==> src/flvtd_pkg.sv <==
// Package for the FLV tag demultiplexer: parse phases, tag constants and the
// record passed from the parser to the output stage. No dependencies.
package flvtd_pkg;

    localparam int QDEPTH = 4;
    localparam int PTR_W  = $clog2(QDEPTH);
    localparam int CNT_W  = $clog2(QDEPTH + 1);

    localparam logic [7:0]  KIND_AUDIO   = 8'd8;
    localparam logic [7:0]  KIND_VIDEO   = 8'd9;
    localparam logic [7:0]  KIND_SCRIPT  = 8'd18;
    localparam logic [31:0] FILE_HDR_LEN = 32'd9;
    localparam logic [31:0] TAG_HDR_LEN  = 32'd11;
    localparam logic [31:0] PREV_LEN     = 32'd4;
    localparam logic [3:0]  AAC_FORMAT   = 4'd10;

    localparam logic CH_AUDIO = 1'b0;
    localparam logic CH_VIDEO = 1'b1;

    typedef enum logic [2:0] {
        PH_FILEHDR = 3'd0,
        PH_SKIP    = 3'd1,
        PH_PREV    = 3'd2,
        PH_TAGHDR  = 3'd3,
        PH_PAYLOAD = 3'd4
    } t_phase;

    typedef struct packed {
        logic        channel;
        logic [7:0]  payload_byte;
        logic        last_of_tag;
        logic [23:0] tag_time;
        logic [23:0] tag_length;
        logic [15:0] audio_info;
        logic [7:0]  video_info;
    } t_rec;

endpackage

==> src/flv_tag_demuxer_unit.sv <==
// FLV tag demultiplexer: file bytes in, audio/video payload out.
// A forwarded byte is written into the record queue and then into the output
// register. Throughput: one byte per cycle, set by the parser, while the queue is
// not full; the four-entry queue absorbs output stalls before input is held.
// Reset (synchronous, active low) clears parser phase, queue and output valid.
// Depends on flvtd_pkg, flvtd_front, flvtd_queue, flvtd_back.
module flv_tag_demuxer_unit (
    input  logic        i_clk,
    input  logic        i_rst_n,
    input  logic        s_axis_tvalid,
    output logic        s_axis_tready,
    input  logic [7:0]  s_axis_tdata,   // [7:0] in_byte
    input  logic        s_axis_tuser,   // [0] restart
    output logic        m_axis_tvalid,
    input  logic        m_axis_tready,
    // [7:0] payload_byte, [31:8] tag_time, [55:32] tag_length,
    // [59:56] audio_format, [61:60] audio_rate, [62] audio_sample_size,
    // [63] audio_stereo, [71:64] aac_kind, [75:72] video_frame_kind,
    // [79:76] video_codec
    output logic [79:0] m_axis_tdata,
    output logic        m_axis_tuser,   // [0] channel
    output logic        m_axis_tlast    // last_of_tag
);

    logic            fire;
    logic            push;
    logic            pop;
    logic            full;
    logic            empty;
    flvtd_pkg::t_rec rec_in;
    flvtd_pkg::t_rec rec_out;

    assign s_axis_tready = !full;
    assign fire          = s_axis_tvalid && s_axis_tready;

    flvtd_front u_front (
        .i_clk     (i_clk),
        .i_rst_n   (i_rst_n),
        .i_fire    (fire),
        .i_byte    (s_axis_tdata),
        .i_restart (s_axis_tuser),
        .o_push    (push),
        .o_rec     (rec_in)
    );

    flvtd_queue u_queue (
        .i_clk   (i_clk),
        .i_rst_n (i_rst_n),
        .i_push  (push && fire),
        .i_rec   (rec_in),
        .i_pop   (pop),
        .o_rec   (rec_out),
        .o_full  (full),
        .o_empty (empty)
    );

    flvtd_back u_back (
        .i_clk     (i_clk),
        .i_rst_n   (i_rst_n),
        .i_empty   (empty),
        .i_rec     (rec_out),
        .o_pop     (pop),
        .i_ready   (m_axis_tready),
        .o_valid   (m_axis_tvalid),
        .o_data    (m_axis_tdata),
        .o_channel (m_axis_tuser),
        .o_last    (m_axis_tlast)
    );

endmodule

==> src/flvtd_front.sv <==
// Front part: accepts file bytes, tracks the FLV parse phase and emits one
// record per forwarded payload byte. Depends on flvtd_pkg.
module flvtd_front (
    input  logic             i_clk,
    input  logic             i_rst_n,
    input  logic             i_fire,
    input  logic [7:0]       i_byte,
    input  logic             i_restart,
    output logic             o_push,
    output flvtd_pkg::t_rec  o_rec
);

    flvtd_pkg::t_phase r_phase, n_phase, e_phase;
    logic [31:0] r_cnt, n_cnt, e_cnt, cnt1;
    logic [31:0] r_hoff, n_hoff, e_hoff;
    logic [7:0]  r_kind, n_kind, e_kind;
    logic [23:0] r_size, n_size, e_size;
    logic [23:0] r_time, n_time, e_time;
    logic [15:0] r_ainfo, n_ainfo, e_ainfo;
    logic [7:0]  r_vinfo, n_vinfo, e_vinfo;
    logic [3:0]  fmt;
    logic        is_first;

    always_ff @(posedge i_clk) begin
        if (!i_rst_n) begin
            r_phase <= flvtd_pkg::PH_FILEHDR;
            r_cnt   <= '0;
            r_hoff  <= '0;
            r_kind  <= '0;
            r_size  <= '0;
            r_time  <= '0;
            r_ainfo <= '0;
            r_vinfo <= '0;
        end else if (i_fire) begin
            r_phase <= n_phase;
            r_cnt   <= n_cnt;
            r_hoff  <= n_hoff;
            r_kind  <= n_kind;
            r_size  <= n_size;
            r_time  <= n_time;
            r_ainfo <= n_ainfo;
            r_vinfo <= n_vinfo;
        end
    end

    always_comb begin
        if (i_restart) begin
            e_phase = flvtd_pkg::PH_FILEHDR;
            e_cnt   = '0;
            e_hoff  = '0;
            e_kind  = '0;
            e_size  = '0;
            e_time  = '0;
            e_ainfo = '0;
            e_vinfo = '0;
        end else begin
            e_phase = r_phase;
            e_cnt   = r_cnt;
            e_hoff  = r_hoff;
            e_kind  = r_kind;
            e_size  = r_size;
            e_time  = r_time;
            e_ainfo = r_ainfo;
            e_vinfo = r_vinfo;
        end

        n_phase  = e_phase;
        n_hoff   = e_hoff;
        n_kind   = e_kind;
        n_size   = e_size;
        n_time   = e_time;
        n_ainfo  = e_ainfo;
        n_vinfo  = e_vinfo;
        cnt1     = e_cnt + 32'd1;
        n_cnt    = cnt1;
        fmt      = e_ainfo[7:4];
        is_first = (e_cnt == 32'd0);
        o_push   = 1'b0;

        o_rec.channel      = flvtd_pkg::CH_AUDIO;
        o_rec.payload_byte = i_byte;
        o_rec.last_of_tag  = (cnt1 == {8'd0, e_size});
        o_rec.tag_time     = e_time;
        o_rec.tag_length   = e_size;
        o_rec.audio_info   = e_ainfo;
        o_rec.video_info   = e_vinfo;

        unique case (e_phase)
            flvtd_pkg::PH_FILEHDR: begin
                if (e_cnt >= 32'd5) begin
                    n_hoff = {e_hoff[23:0], i_byte};
                end
                if (cnt1 >= flvtd_pkg::FILE_HDR_LEN) begin
                    if (n_hoff <= flvtd_pkg::FILE_HDR_LEN) begin
                        n_phase = flvtd_pkg::PH_PREV;
                        n_cnt   = '0;
                    end else begin
                        n_phase = flvtd_pkg::PH_SKIP;
                    end
                end
            end
            flvtd_pkg::PH_SKIP: begin
                if (cnt1 >= e_hoff) begin
                    n_phase = flvtd_pkg::PH_PREV;
                    n_cnt   = '0;
                end
            end
            flvtd_pkg::PH_PREV: begin
                if (cnt1 >= flvtd_pkg::PREV_LEN) begin
                    n_phase = flvtd_pkg::PH_TAGHDR;
                    n_cnt   = '0;
                end
            end
            flvtd_pkg::PH_TAGHDR: begin
                if (is_first) begin
                    n_kind = i_byte;
                    n_size = '0;
                    n_time = '0;
                end else if (e_cnt <= 32'd3) begin
                    n_size = {e_size[15:0], i_byte};
                end else if (e_cnt <= 32'd6) begin
                    n_time = {e_time[15:0], i_byte};
                end
                if (cnt1 >= flvtd_pkg::TAG_HDR_LEN) begin
                    n_ainfo = '0;
                    n_vinfo = '0;
                    n_cnt   = '0;
                    n_phase = (n_size != 24'd0) ? flvtd_pkg::PH_PAYLOAD
                                                : flvtd_pkg::PH_PREV;
                end
            end
            flvtd_pkg::PH_PAYLOAD: begin
                if (e_kind == flvtd_pkg::KIND_AUDIO) begin
                    if (is_first) begin
                        n_ainfo = {8'd0, i_byte};
                    end else if (e_cnt == 32'd1 && fmt == flvtd_pkg::AAC_FORMAT) begin
                        n_ainfo = {i_byte, e_ainfo[7:0]};
                    end else begin
                        o_push = 1'b1;
                    end
                end else if (e_kind == flvtd_pkg::KIND_VIDEO) begin
                    if (is_first) begin
                        n_vinfo = i_byte;
                    end
                    o_rec.channel    = flvtd_pkg::CH_VIDEO;
                    o_rec.video_info = n_vinfo;
                    o_push           = 1'b1;
                end
                if (cnt1 >= {8'd0, e_size}) begin
                    n_phase = flvtd_pkg::PH_PREV;
                    n_cnt   = '0;
                end
            end
            default: begin
                n_phase = flvtd_pkg::PH_FILEHDR;
                n_cnt   = '0;
                n_hoff  = '0;
                n_kind  = '0;
                n_size  = '0;
                n_time  = '0;
                n_ainfo = '0;
                n_vinfo = '0;
            end
        endcase
    end

endmodule

==> src/flvtd_queue.sv <==
// Short record queue between parser and output stage.
// Depends on flvtd_pkg for depth and record type.
module flvtd_queue (
    input  logic             i_clk,
    input  logic             i_rst_n,
    input  logic             i_push,
    input  flvtd_pkg::t_rec  i_rec,
    input  logic             i_pop,
    output flvtd_pkg::t_rec  o_rec,
    output logic             o_full,
    output logic             o_empty
);

    flvtd_pkg::t_rec r_mem [flvtd_pkg::QDEPTH];
    logic [flvtd_pkg::PTR_W-1:0] r_wr_ptr, r_rd_ptr;
    logic [flvtd_pkg::CNT_W-1:0] r_count;
    logic do_push, do_pop;

    assign o_full  = (r_count == flvtd_pkg::CNT_W'(flvtd_pkg::QDEPTH));
    assign o_empty = (r_count == '0);
    assign do_push = i_push && !o_full;
    assign do_pop  = i_pop && !o_empty;
    assign o_rec   = r_mem[r_rd_ptr];

    always_ff @(posedge i_clk) begin
        if (!i_rst_n) begin
            r_wr_ptr <= '0;
            r_rd_ptr <= '0;
            r_count  <= '0;
        end else begin
            if (do_push) begin
                r_wr_ptr <= r_wr_ptr + 1'b1;
            end
            if (do_pop) begin
                r_rd_ptr <= r_rd_ptr + 1'b1;
            end
            unique case ({do_push, do_pop})
                2'b10:   r_count <= r_count + 1'b1;
                2'b01:   r_count <= r_count - 1'b1;
                default: r_count <= r_count;
            endcase
        end
    end

    always_ff @(posedge i_clk) begin
        if (do_push) begin
            r_mem[r_wr_ptr] <= i_rec;
        end
    end

endmodule

==> src/flvtd_back.sv <==
// Back part: pops records, decodes audio/video info bytes into fields and
// holds the result in the output register. Depends on flvtd_pkg.
module flvtd_back (
    input  logic             i_clk,
    input  logic             i_rst_n,
    input  logic             i_empty,
    input  flvtd_pkg::t_rec  i_rec,
    output logic             o_pop,
    input  logic             i_ready,
    output logic             o_valid,
    output logic [79:0]      o_data,
    output logic             o_channel,
    output logic             o_last
);

    logic        r_valid;
    logic [79:0] r_data, n_data;
    logic        r_channel;
    logic        r_last;
    logic [3:0]  fmt;
    logic [7:0]  ai;
    logic [7:0]  aac;
    logic [7:0]  aud;
    logic [7:0]  vid;

    assign o_pop     = !i_empty && (!r_valid || i_ready);
    assign o_valid   = r_valid;
    assign o_data    = r_data;
    assign o_channel = r_channel;
    assign o_last    = r_last;

    always_comb begin
        ai  = i_rec.audio_info[7:0];
        fmt = ai[7:4];
        if (i_rec.channel == flvtd_pkg::CH_VIDEO) begin
            aud = '0;
            aac = '0;
            vid = {i_rec.video_info[3:0], i_rec.video_info[7:4]};
        end else begin
            aud = {ai[0], ai[1], ai[3:2], fmt};
            aac = (fmt == flvtd_pkg::AAC_FORMAT) ? i_rec.audio_info[15:8] : 8'd0;
            vid = '0;
        end
        n_data = {vid, aac, aud, i_rec.tag_length, i_rec.tag_time, i_rec.payload_byte};
    end

    always_ff @(posedge i_clk) begin
        if (!i_rst_n) begin
            r_valid <= 1'b0;
        end else if (o_pop) begin
            r_valid <= 1'b1;
        end else if (i_ready) begin
            r_valid <= 1'b0;
        end
    end

    always_ff @(posedge i_clk) begin
        if (o_pop) begin
            r_data    <= n_data;
            r_channel <= i_rec.channel;
            r_last    <= i_rec.last_of_tag;
        end
    end

endmodule

==> config.mk <==
export PLATFORM = sky130hd
export DESIGN_NAME = flv_tag_demuxer_unit
export DESIGN_NICKNAME = d
export VERILOG_FILES = /design/src/flvtd_pkg.sv /design/src/flv_tag_demuxer_unit.sv /design/src/flvtd_front.sv /design/src/flvtd_queue.sv /design/src/flvtd_back.sv
export SDC_FILE = /design/constraint.sdc
export NUM_CORES = 1
export LEC_CHECK = 0
export BUFFER_PORTS_ARGS = -buffer_cell sky130_fd_sc_hd__buf_2
export CAP_MARGIN = 20
export CORE_ASPECT_RATIO = 1.4
export CORE_MARGIN = 2
export CORE_UTILIZATION = 59
export CTS_CLUSTER_SIZE = 40
export DETAILED_ROUTE_END_ITERATION = 8
export PLACE_DENSITY = 0.77
export SLEW_MARGIN = 10
export SYNTH_ARGS = -nofsm -noshare
export SYNTH_HDL_FRONTEND = slang
export SYNTH_SLANG_ARGS = --single-unit
==> constraint.sdc <==
create_clock -name i_clk -period 8.7 [get_ports i_clk]
set_clock_uncertainty 0.2 [all_clocks]
set_input_delay 1.74 -clock i_clk [delete_from_list [all_inputs] [get_ports i_clk]]
set_output_delay 1.74 -clock i_clk [all_outputs]
set_load 0.01 [all_outputs]
Yosys cells after proc, flatten, opt, wreduce, memory -nomap -nowiden
Memory sizes are Yosys's and may differ from the RTL's. A register that Yosys moved wholly into a read port is not among the register bits. Cells that the tools add are included.

Add/subtract/negate cells: 5. Order comparisons: 9. Equality and inequality tests: 13. Muxes and demuxes: 61. Bitwise operators: 1. Reduce and logical (&&, ||, !) cells: 20.

Operator list (number): $mux 32 (10); $mux 24 (8); $pmux 32 s5 (1); $pmux 24 s2 (2); $mux 16 (5); $ge 32x3->1 const B (2); $ge 32x4->1 const B (2); $mux 8 (8); $pmux 32 s2 (1); $pmux 16 s3 (1); $add 32x1->32 const B (1); $eq 32x1->1 const B (1); $eq 32x24->1 (1); $ge 32x24->1 (1); $ge 32x32->1 (1); $le 32x2->1 const B (1); $le 32x3->1 const B (1); $le 32x4->1 const B (1); $logic_not 32->1 (1); $pmux 8 s3 (1); $reduce_bool 24->1 (1); $mux 3 (7); $eq 8x4->1 const B (2); $pmux 8 s2 (1); 22 further kinds (48).

Register bits: 237. Bits in writable memories: 328. Bits of input ports: 13. Output and inout port bits: 84. Logic and storage cells: 128. Memories: 1.

Memories: u_queue.r_mem (words 4, bits a word 82, read ports 1, clocked after Yosys merged registers in 1, write ports 1, line flvtd_queue.sv:14) `flvtd_pkg::t_rec r_mem [flvtd_pkg::QDEPTH];`.

Logic depth before layout (Yosys ltp)
Word-level depth: 11. Depth in mapped cells: 28. Depth with buffers taken out: 20.

Hierarchy
From an unflattened synthesis, not the netlist that was laid out.

Cell total of the unflattened synthesis: 1842. Area, all modules: 24546.0 µm².

By module, submodules not included: flvtd_queue (times used 1, cells each 482, area each 12406.9 µm², sequential area each 10029.6 µm²); flvtd_front (times used 1, cells each 1243, area each 9380.2 µm², sequential area each 2942.8 µm²); flvtd_back (times used 1, cells each 114, area each 2740.1 µm², sequential area each 2482.4 µm²); flv_tag_demuxer_unit (times used 1, cells each 3, area each 18.8 µm², sequential area each 0.0 µm²).

Least setup slack after synthesis
No wires, ideal clock.

Path type: input to register. Start point: input m_axis_tready. End point: register u_queue.r_count[2] in the netlist's numbering. Setup time: 76 ps. Data arrival time: 7581 ps. Setup slack: 843 ps. Stages on the path: 8. Path buffers: 0. Cell sequence: inv_1 -> a21oi_1 -> ha_1 -> inv_1 -> fa_1 -> xor2_1 -> or3_1 -> a21boi_0.

Word-level cells in the longest chain between the ends: 5.

Ends and longest elaborated chain: start, declared (line flv_tag_demuxer_unit.sv:15) `input logic m_axis_tready,`; $logic_or 1x1->1 * (line flvtd_back.sv:26) `assign o_pop = !i_empty && (!r_valid || i_ready);`; $logic_and 1x1->1 * (line flvtd_back.sv:26); via pop (line flv_tag_demuxer_unit.sv:27) `logic pop;`; $logic_and 1x1->1 * (line flvtd_queue.sv:22) `assign do_pop = i_pop && !o_empty;`; $eq 2x1->1 / $eq 2x2->1 (equally long branches) (line flvtd_queue.sv:37) `unique case ({do_push, do_pop})`; $pmux 3 s2 / $reduce_bool 2->1 (equally long branches); end signal, assigned (line flvtd_queue.sv:38) `2'b10: r_count <= r_count + 1'b1;`; end signal, assigned (line flvtd_queue.sv:39) `2'b01: r_count <= r_count - 1'b1;`; end signal, assigned (line flvtd_queue.sv:40) `default: r_count <= r_count;`; end, declared (line flvtd_queue.sv:16) `logic [flvtd_pkg::CNT_W-1:0] r_count;`.

Mark *: on every way through the listed nets, which the timed path passes. The rest lies on a longest branch. A chain may end at the register's enable or synchronous reset.

Final worst setup path
Start point: input s_axis_tuser. End point: register u_front.r_cnt[0].

Word-level cells in the longest chain between the ends: 8.

Ends and longest elaborated chain: start, declared (line flv_tag_demuxer_unit.sv:13) `input logic s_axis_tuser,`; $mux 32 (line flvtd_front.sv:47) `if (i_restart) begin`; $ge 32x3->1 (line flvtd_front.sv:90) `if (e_cnt >= 32'd5) begin`; $mux 32 (line flvtd_front.sv:90); $mux 32 (line flvtd_front.sv:88) `unique case (e_phase)`; $le 32x4->1 (line flvtd_front.sv:94) `if (n_hoff <= flvtd_pkg::FILE_HDR_LEN) begin`; $mux 32 (line flvtd_front.sv:94); $mux 32 (line flvtd_front.sv:93) `if (cnt1 >= flvtd_pkg::FILE_HDR_LEN) begin`; $pmux 32 s5 * (line flvtd_front.sv:88); end signal, assigned (line flvtd_front.sv:36) `r_cnt <= n_cnt;`; end, declared (line flvtd_front.sv:14) `logic [31:0] r_cnt, n_cnt, e_cnt, cnt1;`.

Mark *: on every way between the ends. The rest lies on a longest branch, timed or not. The select of a mux whose other input is x is not followed.

==> run summary <==
Mapped Nets: 1,869
Hold EP: u_front.r_vinfo[4]
Most common cell after layout, fill and taps aside: edfxtp_1
Place WS: 1623 ps
Endpoints failing setup: 0
CTS H-Tree Depth: 2
Flop2flop setup slack: 3550 ps
PortBufs: 96
Drt pass-1 iters: 5
ANT cells: 0
Hold path start: u_front.r_vinfo[4]
Largest net degree at the start of global routing: 113
Startpoint types: input port
Die footprint: 42,560 um2
Critical Path AT: 6830 ps
Endpoint class of the critical path: flop
Clock Latency Late Sink: 580 ps
Clock slew at reported path FFs: 70 ps
Top post-synthesis cells by area: edfxtp_1 (51%), dfxtp_1 (13%), mux4_2 (7.7%)
CTS hold repair buffers: 0
Routed WL: 57,110 um
Post-CTS Setup Repair Bufs: 0
Cell Area, Synth: 24,130 um2
Vias in the first global route: 15,409
Share of cells above drive strength 1: 0.1613
Initial core utilization: 0.5992
CP Data Required Time: 8990 ps
RSZ-0062 raised after global routing: false
Post-synth top area cell: edfxtp_1
Vias per cell: 6.257
Worst r2r src: u_front.r_cnt[3]
ANT nets after route: 0
Final slew viol count: 0
Max clock buf depth: 3
Synth Register Bits: 567
Cell Pwr Density: 223.3 nW/um2
Fmax: 0.1530 GHz
Hold slack final: 287.9 ps
Yosys top cell area share: 0.5102
Synth async-reset ratio: 0
Worst rel slew slack: 0.2693
Hold Path Stages: 2
First-pass GRT wire length: 87,820 um
Post-synth EDFFs: 410
Crit share post-route: 0.7512
I/O Pins: 97
Sum Neg Setup Slack: 0 ps
CTS Buf Count: 51
Hpwl dp: 36,300 um
Hold Fails Final Rpt: 0
GR Overflow Total: 0
Syn Inst Count: 1,787
Max-Cap Viols: 0
GP Congestion: 0.9077
Die X: 174.9 um
FP Rows: 87
Drc violations: 0
Unique masters post-synth: 70
Final nets: 1,931
Initial DRC Count: 1,383
Post_cts resized: 0
Critical path type: in2reg
Period minus WS final: 6535 ps
Core area: 40,280 um2
Setup ws final: 2165 ps
Routed WL per cell: 23.55 um
CTS sink cnt: 567
Share of the yosys chip area belonging to registers: 0.6404
Initial antenna violation count: 0
Top_reg_cell synth: edfxtp_1
Routed vias: 15,173
Worst reg2reg path endpoint: u_front.r_cnt[0]
Root Buffer: clkbuf_16
GRT Util Overall: 0.2680
Chip Height: 243.3 um
Min-Delay Path Class: reg2reg
Status: completed
Max VDD drop: 151.0 uV
Reg2reg path depth: 15
Crit-path max FO: 30
Slew @ Worst Pin: 1093 ps
Most frequent cells in the layout: edfxtp_1 (410), nand2_1 (199), dfxtp_1 (155)
Leakage: 8.157 nW
Synth Area per Inst: 13.50 um2
P&R area growth vs syn: 10.90%
Yosys Warn Count: 0
TritonCTS clock tree: done
==> layer usage <==
metal  GRT usage  vias to the layer above  routed length (um)
met1      0.3187                     7610               21370
met3     0.03090                      126                2929
li1            -                     6852                   -
met2      0.4971                      585               30760
met5           0                        -                   0
met4      0.1002                        0                2052
==> sequential cells by signal, summed over array words and instances, names as in the netlist, 3 cells and up, named ones only <==
register,count
u_queue.r_mem,328
u_back.o_data,80
u_front.r_time,24
u_front.r_ainfo,16
u_front.r_vinfo,8
u_front.r_hoff,32
u_front.r_size,24
u_queue.r_count,3
u_front.r_kind,8
u_front.r_cnt,32
u_front.r_phase,3
==> cells by family (layout without fill, tap and decap cells) <==
logic type,Yosys count,count (layout),synth area share
fa+ha+maj,69,69,0.03609
mux,87,87,0.07871
buf+inv,152,256,0.02489
flops,567,567,0.6404
compound gates,291,291,0.08031
xor+xnor,37,37,0.01343
simple gates,584,584,0.1261
==> synthesized netlist by cell type, types with 5 or more instances <==
master    count
edfxtp_1    410
nand2_1     199
dfxtp_1     157
nor2b_1     142
a22oi_1      98
mux4_2       82
o21ai_0      80
clkbuf_1     72
ha_1         68
nor2_1       56
inv_1        45
a21oi_1      34
nor4_1       30
and2_1       27
nor3_1       26
nand4_1      23
nand3_1      22
buf_1        20
xnor2_1      20
and3_1       17
xor2_1       17
a32o_1       11
buf_2        11
o21ai_1      10
a211oi_1      8
or3_1         8
o31ai_1       7
nand2b_1      5
or4_1         5
==> through the flow <==
| stage | instances | utilization | area [um2] | power, mW |
|---|---|---|---|---|
| global placement | 2328 | 0.6212 | 25020 | 3.742 |
| global route | 2425 | 0.6645 | 26760 | 6.168 |
| floorplan | 1787 | - | 24130 | 3.578 |
| CTS | 2423 | 0.6636 | 26730 | 6.000 |
| finish | 2425 | 0.6645 | 26760 | 5.977 |
| detailed placement | 2328 | 0.6212 | 25020 | 3.767 |
==> cell type report <==
cell class	instances	area (um2)
Fill cell	2786	13510
Inverter	45	168.9
Tap cell	534	668.1
Timing Repair Buffer	116	650.6
Clock inverter	30	329.1
Clock buffer	65	1380
Sequential cell	567	15460
Multi-Input combinational cell	1068	8103
==> worst max-delay path, cell delays in order <==
cell and delay, ps:
buf_2 250, inv_2 390, nand2_1 220, inv_1 230, ha_1 220, nand3_1 310
nor4_1 670, nand3_1 170, mux2i_1 230, ha_1 240, a211oi_1 290, o22ai_1 130
nor3_1 150, a31oi_1 120, or3_1 430, or2_2 290, o31ai_1 110, a211oi_2 120
buf_4 250, o31ai_2 230
==> power breakdown <==
part / total (mW) / switching, mW / internal, mW
clock network: 2.26 / 0.978 / 1.28
logic: 0.615 / 0.409 / 0.207
registers: 3.10 / 0.0723 / 3.03
==> how the worst max path moves through the flow <==
stage	slack (ps)	cells past startpoint	end	start
3_3_place_gp	1730	22	u_front.r_cnt[0]	s_axis_tuser
2_1_floorplan	840	8	u_queue.r_count[2]	m_axis_tready
3_5_place_dp	1620	20	u_front.r_cnt[0]	s_axis_tuser
4_1_cts	2200	20	u_front.r_cnt[0]	s_axis_tuser
5_1_grt	1640	22	u_front.r_cnt[29]	s_axis_tuser
6_report	2160	20	u_front.r_cnt[0]	s_axis_tuser
Power figures use the tool's default switching activity.
